### src/hw/rtl/lpc_pkg.sv
package lpc_pkg;

  localparam int OFF_W  = 32;
  localparam int SLOTS  = 16;
  localparam int SLOT_W = 4;
  localparam int LEN_W  = 17;
  localparam int WIN_W  = 16;
  localparam int CNT_W  = 32;
  localparam int NUM_W  = 5;

  localparam logic [LEN_W-1:0] PAGE_MAX = 17'd65536;

  // request actions
  localparam logic [1:0] ACT_READ     = 2'd0;
  localparam logic [1:0] ACT_PREFETCH = 2'd1;
  localparam logic [1:0] ACT_FILL     = 2'd2;
  localparam logic [1:0] ACT_BAD      = 2'd3;

  // result status codes
  localparam logic [2:0] ST_HIT    = 3'd0;
  localparam logic [2:0] ST_FETCH  = 3'd1;
  localparam logic [2:0] ST_FILLED = 3'd2;
  localparam logic [2:0] ST_SHORT  = 3'd3;
  localparam logic [2:0] ST_REJECT = 3'd4;
  localparam logic [2:0] ST_PREHIT = 3'd5;

  // configuration register indexes
  localparam logic [1:0] REG_PAGE_BYTES = 2'd0;
  localparam logic [1:0] REG_PAGES      = 2'd1;
  localparam logic [1:0] REG_FILE_LEN   = 2'd2;

  typedef struct packed {
    logic accept;
    logic div_go;
    logic div_latch;
    logic scan_step;
    logic finish;
  } cmd_t;

  typedef struct packed {
    logic fast;
    logic div_done;
    logic hit_now;
    logic scan_last;
  } sts_t;

endpackage

### src/hw/rtl/lpc_div.sv
module lpc_div (
  input  logic                       clk,
  input  logic                       rst_n,
  input  logic                       go,
  input  logic [lpc_pkg::OFF_W-1:0]  dividend,
  input  logic [lpc_pkg::LEN_W-1:0]  divisor,
  output logic                       done,
  output logic [lpc_pkg::WIN_W-1:0]  remainder
);

  logic                        run_r;
  logic [5:0]                  cnt_r;
  logic [lpc_pkg::OFF_W-1:0]   dvd_r;
  logic [lpc_pkg::LEN_W-1:0]   dsr_r;
  logic [lpc_pkg::LEN_W:0]     rem_r;
  logic [lpc_pkg::LEN_W:0]     shifted;
  logic [lpc_pkg::LEN_W:0]     rem_nxt;

  // one restoring step per cycle
  always_comb begin
    shifted = {rem_r[lpc_pkg::LEN_W-1:0], dvd_r[lpc_pkg::OFF_W-1]};
    if (shifted >= {1'b0, dsr_r}) begin
      rem_nxt = shifted - {1'b0, dsr_r};
    end else begin
      rem_nxt = shifted;
    end
  end

  assign done      = run_r && (cnt_r == 6'(lpc_pkg::OFF_W));
  assign remainder = rem_r[lpc_pkg::WIN_W-1:0];

  always_ff @(posedge clk) begin
    if (!rst_n) begin
      run_r <= 1'b0;
      cnt_r <= '0;
    end else if (go) begin
      run_r <= 1'b1;
      cnt_r <= '0;
    end else if (done) begin
      run_r <= 1'b0;
    end else if (run_r) begin
      cnt_r <= cnt_r + 6'd1;
    end
  end

  always_ff @(posedge clk) begin
    if (go) begin
      dvd_r <= dividend;
      dsr_r <= divisor;
      rem_r <= '0;
    end else if (run_r && !done) begin
      dvd_r <= {dvd_r[lpc_pkg::OFF_W-2:0], 1'b0};
      rem_r <= rem_nxt;
    end
  end

endmodule

### src/hw/rtl/lpc_ctrl.sv
module lpc_ctrl (
  input  logic          clk,
  input  logic          rst_n,
  input  logic          start,
  output logic          busy,
  input  lpc_pkg::sts_t sts,
  output lpc_pkg::cmd_t cmd
);

  typedef enum logic [3:0] {
    S_IDLE   = 4'b0001,
    S_DIVIDE = 4'b0010,
    S_SCAN   = 4'b0100,
    S_FINISH = 4'b1000
  } state_t;

  state_t state_r, state_nxt;

  assign busy = (state_r != S_IDLE);

  // sequence one request at a time
  always_comb begin
    state_nxt = state_r;
    cmd       = '0;
    unique case (state_r)
      S_IDLE: begin
        if (start) begin
          cmd.accept = 1'b1;
          if (!sts.fast) begin
            cmd.div_go = 1'b1;
            state_nxt  = S_DIVIDE;
          end
        end
      end
      S_DIVIDE: begin
        if (sts.div_done) begin
          cmd.div_latch = 1'b1;
          state_nxt     = S_SCAN;
        end
      end
      S_SCAN: begin
        cmd.scan_step = 1'b1;
        if (sts.hit_now || sts.scan_last) begin
          state_nxt = S_FINISH;
        end
      end
      S_FINISH: begin
        cmd.finish = 1'b1;
        state_nxt  = S_IDLE;
      end
      default: state_nxt = S_IDLE;
    endcase
  end

  always_ff @(posedge clk) begin
    if (!rst_n) begin
      state_r <= S_IDLE;
    end else begin
      state_r <= state_nxt;
    end
  end

endmodule

### src/hw/rtl/lpc_datapath.sv
module lpc_datapath (
  input  logic                        clk,
  input  logic                        rst_n,
  input  lpc_pkg::cmd_t               cmd,
  output lpc_pkg::sts_t               sts,
  input  logic                        cfg_we,
  input  logic [1:0]                  cfg_index,
  input  logic [31:0]                 cfg_data,
  input  logic [1:0]                  in_action,
  input  logic [lpc_pkg::OFF_W-1:0]   in_byte_offset,
  input  logic [lpc_pkg::LEN_W-1:0]   in_remaining_bytes,
  input  logic [lpc_pkg::LEN_W-1:0]   in_got_bytes,
  output logic                        out_valid,
  output logic [2:0]                  out_status,
  output logic [lpc_pkg::SLOT_W-1:0]  out_page_slot,
  output logic [lpc_pkg::OFF_W-1:0]   out_page_base,
  output logic [lpc_pkg::LEN_W-1:0]   out_fetch_length,
  output logic [lpc_pkg::WIN_W-1:0]   out_within_offset,
  output logic [lpc_pkg::LEN_W-1:0]   out_take_bytes,
  output logic [lpc_pkg::CNT_W-1:0]   out_hit_total,
  output logic [lpc_pkg::CNT_W-1:0]   out_miss_total,
  output logic [lpc_pkg::CNT_W-1:0]   out_short_read_total
);

  localparam int OW = lpc_pkg::OFF_W;
  localparam int LW = lpc_pkg::LEN_W;
  localparam int WW = lpc_pkg::WIN_W;
  localparam int SW = lpc_pkg::SLOT_W;
  localparam int CW = lpc_pkg::CNT_W;
  localparam int NW = lpc_pkg::NUM_W;

  function automatic logic [LW-1:0] take_from(input logic [LW-1:0] fill,
                                              input logic [WW-1:0] win,
                                              input logic [LW-1:0] want);
    logic [LW-1:0] avail;
    avail = fill - {1'b0, win};
    if ({1'b0, win} >= fill) begin
      return '0;
    end
    return (want < avail) ? want : avail;
  endfunction

  // configuration
  logic [LW-1:0] page_bytes_r;
  logic [NW-1:0] pages_r;
  logic [OW-1:0] flen_r;

  // slot table
  logic [lpc_pkg::SLOTS-1:0] valid_r;
  logic [OW-1:0]             tag_r   [lpc_pkg::SLOTS];
  logic [LW-1:0]             fill_r  [lpc_pkg::SLOTS];
  logic [CW-1:0]             stamp_r [lpc_pkg::SLOTS];

  logic [CW-1:0] stamp_cnt_r, hit_cnt_r, miss_cnt_r, short_cnt_r;

  // pending fetch
  logic          pend_r;
  logic [SW-1:0] pend_slot_r;
  logic [OW-1:0] pend_base_r;
  logic [LW-1:0] pend_len_r;
  logic          pend_read_r;
  logic [WW-1:0] pend_within_r;
  logic [LW-1:0] pend_rem_r;

  // request in flight
  logic          is_read_r;
  logic [OW-1:0] off_r;
  logic [LW-1:0] rem_r;
  logic [OW-1:0] base_r;
  logic [WW-1:0] within_r;

  // scan state
  logic [SW-1:0] idx_r, vict_r, hslot_r;
  logic          free_r, hit_r;
  logic [CW-1:0] vstamp_r;

  // results
  logic          ov_r;
  logic [2:0]    ost_r;
  logic [SW-1:0] oslot_r;
  logic [OW-1:0] obase_r;
  logic [LW-1:0] oflen_r;
  logic [WW-1:0] owin_r;
  logic [LW-1:0] otake_r;

  logic [LW-1:0] pb;
  logic [NW-1:0] n_act;
  logic          reject;
  logic [OW-1:0] avail_in;
  logic [LW-1:0] rem_clamp;
  logic          div_done;
  logic [WW-1:0] div_rem;
  logic [OW-1:0] avail_base;
  logic [LW-1:0] want;
  logic [CW-1:0] stamp_inc;

  assign pb    = (page_bytes_r > lpc_pkg::PAGE_MAX) ? lpc_pkg::PAGE_MAX : page_bytes_r;
  assign n_act = (pages_r == '0) ? NW'(1) :
                 (pages_r > NW'(lpc_pkg::SLOTS)) ? NW'(lpc_pkg::SLOTS) : pages_r;

  // decide at accept whether the request needs the divider
  always_comb begin
    if (in_action == lpc_pkg::ACT_BAD) begin
      reject = 1'b1;
    end else if (in_action == lpc_pkg::ACT_FILL) begin
      reject = !pend_r;
    end else begin
      reject = pend_r || (flen_r == '0) || (in_byte_offset >= flen_r) || (pb == '0) ||
               ((in_action == lpc_pkg::ACT_READ) && (in_remaining_bytes == '0));
    end
  end

  assign avail_in  = flen_r - in_byte_offset;
  assign rem_clamp = ({{(OW-LW){1'b0}}, in_remaining_bytes} > avail_in) ?
                     avail_in[LW-1:0] : in_remaining_bytes;

  assign avail_base = flen_r - base_r;
  assign want       = ({{(OW-LW){1'b0}}, pb} > avail_base) ? avail_base[LW-1:0] : pb;
  assign stamp_inc  = stamp_cnt_r + CW'(1);

  assign sts.fast      = reject || (in_action == lpc_pkg::ACT_FILL);
  assign sts.div_done  = div_done;
  assign sts.hit_now   = valid_r[idx_r] && (tag_r[idx_r] == base_r);
  assign sts.scan_last = ({1'b0, idx_r} == (n_act - NW'(1)));

  lpc_div u_div (
    .clk       (clk),
    .rst_n     (rst_n),
    .go        (cmd.div_go),
    .dividend  (in_byte_offset),
    .divisor   (pb),
    .done      (div_done),
    .remainder (div_rem)
  );

  // control, counters and slot table
  always_ff @(posedge clk) begin
    if (!rst_n) begin
      page_bytes_r <= LW'(512);
      pages_r      <= NW'(lpc_pkg::SLOTS);
      flen_r       <= '0;
      valid_r      <= '0;
      for (int i = 0; i < lpc_pkg::SLOTS; i++) begin
        tag_r[i]   <= '0;
        fill_r[i]  <= '0;
        stamp_r[i] <= '0;
      end
      stamp_cnt_r <= '0;
      hit_cnt_r   <= '0;
      miss_cnt_r  <= '0;
      short_cnt_r <= '0;
      pend_r      <= 1'b0;
      ov_r        <= 1'b0;
    end else begin
      ov_r <= (cmd.accept && sts.fast) || cmd.finish;
      if (cfg_we) begin
        case (cfg_index)
          lpc_pkg::REG_PAGE_BYTES: page_bytes_r <= cfg_data[LW-1:0];
          lpc_pkg::REG_PAGES:      pages_r      <= cfg_data[NW-1:0];
          lpc_pkg::REG_FILE_LEN:   flen_r       <= cfg_data[OW-1:0];
          default: ;
        endcase
      end
      // fill response or reject completes at accept
      if (cmd.accept && sts.fast) begin
        if (!reject) begin
          pend_r <= 1'b0;
          if (in_got_bytes != pend_len_r) begin
            valid_r[pend_slot_r] <= 1'b0;
            tag_r[pend_slot_r]   <= '0;
            fill_r[pend_slot_r]  <= '0;
            stamp_r[pend_slot_r] <= '0;
            short_cnt_r          <= short_cnt_r + CW'(1);
          end else begin
            valid_r[pend_slot_r] <= 1'b1;
            tag_r[pend_slot_r]   <= pend_base_r;
            fill_r[pend_slot_r]  <= in_got_bytes;
            stamp_r[pend_slot_r] <= stamp_inc;
            stamp_cnt_r          <= stamp_inc;
          end
        end
      end
      // close out a read or prefetch
      if (cmd.finish) begin
        if (hit_r) begin
          stamp_r[hslot_r] <= stamp_inc;
          stamp_cnt_r      <= stamp_inc;
          if (is_read_r) begin
            hit_cnt_r <= hit_cnt_r + CW'(1);
          end
        end else begin
          miss_cnt_r <= miss_cnt_r + CW'(1);
          pend_r     <= 1'b1;
        end
      end
    end
  end

  // request, scan and result payload
  always_ff @(posedge clk) begin
    if (cmd.accept) begin
      is_read_r <= (in_action == lpc_pkg::ACT_READ);
      off_r     <= in_byte_offset;
      rem_r     <= rem_clamp;
    end
    if (cmd.div_latch) begin
      within_r <= div_rem;
      base_r   <= off_r - {{(OW-WW){1'b0}}, div_rem};
      idx_r    <= '0;
      vict_r   <= '0;
      free_r   <= 1'b0;
      hit_r    <= 1'b0;
      vstamp_r <= '1;
    end
    if (cmd.scan_step) begin
      idx_r <= idx_r + SW'(1);
      if (sts.hit_now) begin
        hit_r   <= 1'b1;
        hslot_r <= idx_r;
      end else if (!free_r) begin
        if (!valid_r[idx_r]) begin
          vict_r <= idx_r;
          free_r <= 1'b1;
        end else if (stamp_r[idx_r] < vstamp_r) begin
          vict_r   <= idx_r;
          vstamp_r <= stamp_r[idx_r];
        end
      end
    end
    if (cmd.accept && sts.fast) begin
      if (reject) begin
        ost_r   <= lpc_pkg::ST_REJECT;
        oslot_r <= '0;
        obase_r <= '0;
        oflen_r <= '0;
        owin_r  <= '0;
        otake_r <= '0;
      end else begin
        oslot_r <= pend_slot_r;
        obase_r <= pend_base_r;
        oflen_r <= pend_len_r;
        if (in_got_bytes != pend_len_r) begin
          ost_r   <= lpc_pkg::ST_SHORT;
          owin_r  <= '0;
          otake_r <= '0;
        end else begin
          ost_r   <= lpc_pkg::ST_FILLED;
          owin_r  <= pend_read_r ? pend_within_r : '0;
          otake_r <= pend_read_r ? take_from(in_got_bytes, pend_within_r, pend_rem_r) : '0;
        end
      end
    end
    if (cmd.finish) begin
      obase_r <= base_r;
      if (hit_r) begin
        oslot_r <= hslot_r;
        oflen_r <= '0;
        if (is_read_r) begin
          ost_r   <= lpc_pkg::ST_HIT;
          owin_r  <= within_r;
          otake_r <= take_from(fill_r[hslot_r], within_r, rem_r);
        end else begin
          ost_r   <= lpc_pkg::ST_PREHIT;
          owin_r  <= '0;
          otake_r <= '0;
        end
      end else begin
        ost_r         <= lpc_pkg::ST_FETCH;
        oslot_r       <= vict_r;
        oflen_r       <= want;
        owin_r        <= within_r;
        otake_r       <= '0;
        pend_slot_r   <= vict_r;
        pend_base_r   <= base_r;
        pend_len_r    <= want;
        pend_read_r   <= is_read_r;
        pend_within_r <= within_r;
        pend_rem_r    <= rem_r;
      end
    end
  end

  assign out_valid            = ov_r;
  assign out_status           = ost_r;
  assign out_page_slot        = oslot_r;
  assign out_page_base        = obase_r;
  assign out_fetch_length     = oflen_r;
  assign out_within_offset    = owin_r;
  assign out_take_bytes       = otake_r;
  assign out_hit_total        = hit_cnt_r;
  assign out_miss_total       = miss_cnt_r;
  assign out_short_read_total = short_cnt_r;

endmodule

### src/hw/rtl/lru_page_cache_controller.sv
// Fully associative page cache controller with LRU replacement (tags and fill
// counts only). Requests enter on start/in_* and are taken when start is high
// and busy is low. Each request yields one result, shown on out_* for exactly
// one cycle with out_valid high; the receiver must take it then.
// Configuration: cfg_valid/cfg_ready with cfg_index 0 page_bytes, 1 pages_in_use,
// 2 file_length; cfg_ready is always high. Write only while the block is idle.
// Fill responses and rejected requests finish at acceptance, with out_valid
// the cycle after acceptance. Reads and prefetches go through these steps:
// accept, the bit-serial page divider, the one-slot-per-cycle tag and age scan
// over the slots in use until a hit or the last one, then finish. busy is high
// from the divider step through the finish step.
// Reset clears the slot table, counters, pending fetch and sets the registers
// to 512 bytes per page, 16 slots, file length zero.
// The result side cannot stall; the counter outputs always show current totals.
module lru_page_cache_controller (
  input  logic                        clk,
  input  logic                        rst_n,
  input  logic                        start,
  output logic                        busy,
  input  logic [1:0]                  in_action,
  input  logic [lpc_pkg::OFF_W-1:0]   in_byte_offset,
  input  logic [lpc_pkg::LEN_W-1:0]   in_remaining_bytes,
  input  logic [lpc_pkg::LEN_W-1:0]   in_got_bytes,
  output logic                        out_valid,
  output logic [2:0]                  out_status,
  output logic [lpc_pkg::SLOT_W-1:0]  out_page_slot,
  output logic [lpc_pkg::OFF_W-1:0]   out_page_base,
  output logic [lpc_pkg::LEN_W-1:0]   out_fetch_length,
  output logic [lpc_pkg::WIN_W-1:0]   out_within_offset,
  output logic [lpc_pkg::LEN_W-1:0]   out_take_bytes,
  output logic [lpc_pkg::CNT_W-1:0]   out_hit_total,
  output logic [lpc_pkg::CNT_W-1:0]   out_miss_total,
  output logic [lpc_pkg::CNT_W-1:0]   out_short_read_total,
  input  logic                        cfg_valid,
  output logic                        cfg_ready,
  input  logic [1:0]                  cfg_index,
  input  logic [31:0]                 cfg_data
);

  lpc_pkg::cmd_t cmd;
  lpc_pkg::sts_t sts;

  assign cfg_ready = 1'b1;

  lpc_ctrl u_ctrl (
    .clk   (clk),
    .rst_n (rst_n),
    .start (start),
    .busy  (busy),
    .sts   (sts),
    .cmd   (cmd)
  );

  lpc_datapath u_dp (
    .clk                  (clk),
    .rst_n                (rst_n),
    .cmd                  (cmd),
    .sts                  (sts),
    .cfg_we               (cfg_valid && cfg_ready),
    .cfg_index            (cfg_index),
    .cfg_data             (cfg_data),
    .in_action            (in_action),
    .in_byte_offset       (in_byte_offset),
    .in_remaining_bytes   (in_remaining_bytes),
    .in_got_bytes         (in_got_bytes),
    .out_valid            (out_valid),
    .out_status           (out_status),
    .out_page_slot        (out_page_slot),
    .out_page_base        (out_page_base),
    .out_fetch_length     (out_fetch_length),
    .out_within_offset    (out_within_offset),
    .out_take_bytes       (out_take_bytes),
    .out_hit_total        (out_hit_total),
    .out_miss_total       (out_miss_total),
    .out_short_read_total (out_short_read_total)
  );

endmodule
### config.mk
export PLATFORM = sky130hd
export DESIGN_NAME = lru_page_cache_controller
export DESIGN_NICKNAME = d
export VERILOG_FILES = /design/src/hw/rtl/lpc_pkg.sv /design/src/hw/rtl/lpc_div.sv /design/src/hw/rtl/lpc_ctrl.sv /design/src/hw/rtl/lpc_datapath.sv /design/src/hw/rtl/lru_page_cache_controller.sv
export SDC_FILE = /design/constraint.sdc
export NUM_CORES = 2
export LEC_CHECK = 0
export BUFFER_PORTS_ARGS = -buffer_cell sky130_fd_sc_hd__buf_2
export CAP_MARGIN = 20
export CORE_AREA = 2 2 276 551
export CTS_BUF_LIST = sky130_fd_sc_hd__clkbuf_8
export DETAILED_ROUTE_END_ITERATION = 8
export DIE_AREA = 0 0 278 553
export GPL_TIMING_DRIVEN = 0
export PLACE_DENSITY = 0.77
export SLEW_MARGIN = 10
export SYNTH_ARGS = -nofsm -noshare
export SYNTH_HDL_FRONTEND = slang
export SYNTH_SLANG_ARGS = --single-unit
### constraint.sdc
create_clock -name clk -period 15.65 [get_ports clk]
set_input_delay 3.13 -clock clk [delete_from_list [all_inputs] [get_ports clk]]
set_output_delay 3.13 -clock clk [all_outputs]
set_load 0.05 [all_outputs]
==> key figures <==
Job
  • Max-cap violations: 0

Clock tree
  • Hold buffers post-CTS: 0
  • TritonCTS clock tree: done
  • Root Buffer: clkbuf_8
  • Gates resized, CTS repair: 0
  • Post CTS Setup Buffer Count: 0
  • CTS buffer count: 271
  • CTS sink count: 1901
  • Clock Latency Late Sink: 0.97 ns
  • Clock Tree Buf Depth: 4
  • CTS clk-pin slew, worst paths: roughly 0.070 ns
  • H-tree levels: 5

Routing
  • Antenna-violating nets left: 0
  • Wirelength, routed: 314000 microns
  • Drt wl/cell: 31.6 microns
  • Starting DRT DRC Count: 8677
  • Vias: approximately 65k
  • 1st-pass router iterations: 9
  • Number of vias per cell: 6.52
  • Post-route DRC: 2

STA
  • Worst-Margin Slew: 1.23 ns
  • Hold_ws: 0.449 ns
  • Fin crit period: 9.43 ns
  • # setup viols final: 0
  • Worst Skew: 0.0798 ns
  • TNS Setup: 0 ns
  • Slew HR: 17.8%
  • Fmax: approximately 0.11 GHz
  • Tcrit/Tclk final: 60.2%
  • RSZ-0062 raised after global routing: no
  • Slew Viols, Final: 0
  • Final hold viol count: 0

Layout
  • Proportion of layout cells with a drive suffix above 1: 15.8%
  • Post-Layout Cell Count: approximately 10k
  • Core Util, Final: 66.5%
  • Area Overhead vs Synth: 11.4%
  • Nets: 8137
  • Fillers: 10.8k

Critical path
  • Worst path required time: 16.45 ns
  • CP max FO: 10
  • Startpoint Class: flip-flop
  • Crit end category: flip-flop
  • Worst EP arrival: slightly above 10 ns
  • Crit Path Class: reg -> reg

Logic synthesis
  • Main area contributors after synthesis: edfxtp_1 55%, mux4_2 9.7%, nor2_1 6.6%, dfxtp_1 6.1%, ha_1 3.3%
  • Synth Flop Type: edfxtp_1
  • Asr flop ratio synth: 0%
  • Most common cell in the netlist: edfxtp_1
  • Sequential share of the synthesized area: 60.8%
  • Synth Instances: 7172
  • Post-synthesis register bit count: between 1.5k and 2k
  • Number of flops mapped to enable cells by yosys: 1627
  • Mean Syn Cell Area: around 12 sq um
  • Synth warnings: 0
  • Syn nets: 7517
  • Top post-synthesis cells by count: 1627 x edfxtp_1, 1567 x nor2_1, 610 x nand2_1
  • Post-synth cell types: just over 90
  • Mapped cell area: 89400 sq um
  • Area leader, netlist: edfxtp_1
  • Synth top area share: 54.7%

GRT
  • Pin count of the biggest net entering global routing: 62
  • First-pass GRT wire length: ~440000 microns
  • Number of global-route vias before repair: roughly 65k
  • GRT Total Usage: approximately 41%
  • Initial antenna violation count: 20
  • GR Overflow Total: 0

Run status
  • Failing checks: design-rule violations
  • Status: complete, but fails checks

Die
  • Row count: around 200
  • Initial cell density of the core: 59.7%
  • Die width: about 280 microns
  • Io pins: 294
  • Core box area: 150000 sq um
  • Die area: between 150000 and 200000 sq um
  • Die Y: 553 microns

Place
  • GP Congestion: 1.03
  • Placed wire-length estimate: 228000 microns
  • IO Port Bufs: 292
  • Placed cell count: approximately 9.4k

Pwr
  • Maximum vdd ir drop: 0.0000915 V
  • Power Dens Cells: between 100 and 150 nW/um^2
  • Leakage: 35.0 nW

Min path
  • Worst Hold Class: reg -> reg
  • Hold Crit Start: u_dp.base_r[12]$_DFFE_PP_
registers in the layout, summed over array words and instances, names as in the netlist, 32 cells and up, named ones only:
name	count
u_dp.stamp_r	512
u_dp.tag_r	512
u_dp.fill_r	272
u_dp.base_r	32
u_dp.flen_r	32
u_dp.off_r	32
u_dp.out_hit_total	32
u_dp.out_miss_total	32
u_dp.out_page_base	32
u_dp.out_short_read_total	32
u_dp.pend_base_r	32
u_dp.stamp_cnt_r	32
u_dp.u_div.dvd_r	32
u_dp.vstamp_r	32
metrics by stage:
| stage | setup slack (ns) | area [sq um] | total power (W) |
|---|---|---|---|
| finish | 6.22 | 99600 | 0.0107 |
| global route | 6.18 | 99500 | 0.0109 |
| CTS | 6.98 | 99400 | 0.0106 |
| detailed placement | 6.73 | 94500 | 0.00698 |
| global placement | 6.34 | 93300 | 0.00693 |
| floorplan | 8.28 | 89400 | 0.00655 |
kinds of logic after synthesis:
kind of cell | after synthesis | share of synthesized area (%)
adders and majority gates | 239 | 3.40
xor gates and xnor gates | 279 | 2.73
other | 1 | 0.00419
AOI/OAI and AO/OA | 787 | 5.37
buffers and inverters | 720 | 3.23
DFF | 1901 | 60.8
muxes | 542 | 11.7
and+or+nand+nor | 2703 | 12.8
placed cells by master, fill, tap and decap left out, types with 63 or more instances in the layout:
master / netlist / layout
nand4_1: 63 / 63
nand2_1: 610 / 577
mux2i_1: 91 / 87
xnor2_1: 152 / 152
a21oi_1: 229 / 229
nor2_1: 1567 / 1566
o21ai_0: 264 / 264
dfxtp_1: 274 / 274
buf_2: 23 / 318
inv_1: 262 / 350
xor2_1: 127 / 127
mux4_2: 387 / 387
nand3_1: 101 / 101
clkbuf_1: 372 / 365
clkbuf_8: 0 / 293
ha_1: 233 / 233
edfxtp_1: 1627 / 1627
layer usage:
metal | global-route usage (%) | vias to the layer above | share of wire, % | wire length (microns)
li1 | - | 27200 | - | -
met2 | 67.7 | 4674 | 49 | 153000
met5 | 0 | - | 0.021 | 67
met1 | 40.7 | 31400 | 28 | 88900
met3 | 10.5 | 1517 | 10 | 32300
met4 | 41.0 | 12 | 13 | 39600
power breakdown:
group / switching (W) / internal (W)
Combinational: 0.000698 / 0.000375
Sequential: 0.000113 / 0.00572
Clock: 0.00194 / 0.00183
worst paths after layout:
check	to	slack [ns]	cells past startpoint
max reg2reg	u_dp.vstamp_r[12]$_DFF_P_	6.22	21
min	u_dp.pend_base_r[12]$_DFFE_PP_	0.45	0
max	u_dp.vstamp_r[12]$_DFF_P_	6.22	21
min reg2reg	u_dp.pend_base_r[12]$_DFFE_PP_	0.45	0
layout make-up:
| class | instances | area (sq um) | share of cell area, % |
|---|---|---|---|
| antenna | 16 | 40.0 | 0.0402 |
| buffer | 452 | 1890 | 1.90 |
| clock buffer | 293 | 4030 | 4.05 |
| clock inverter | 173 | 913 | 0.917 |
| inverter | 268 | 1010 | 1.01 |
| multi-input combinational | 4551 | 32400 | 32.5 |
| sequential | 1901 | 54300 | 54.6 |
| tap | 1928 | 2410 | 2.42 |
| timing repair buffer | 347 | 2560 | 2.57 |
critical path: stages (launching register included):
cell and delay (ns):
dfxtp_1 0.85, buf_2 0.55, buf_4 0.37, buf_2 0.54, buf_2 0.51, buf_2 0.41
buf_1 0.73, clkbuf_1 0.97, mux4_2 0.42, mux4_2 0.52, ha_1 0.34, a21o_1 0.17
a21o_1 0.21, a21oi_1 0.16, o21ai_0 0.13, clkbuf_4 0.19, o311ai_0 0.84, nand3_1 0.17
or4_1 0.43, buf_2 0.22, buf_6 0.20, mux2_4 0.31
Power figures use the tool's default switching activity.
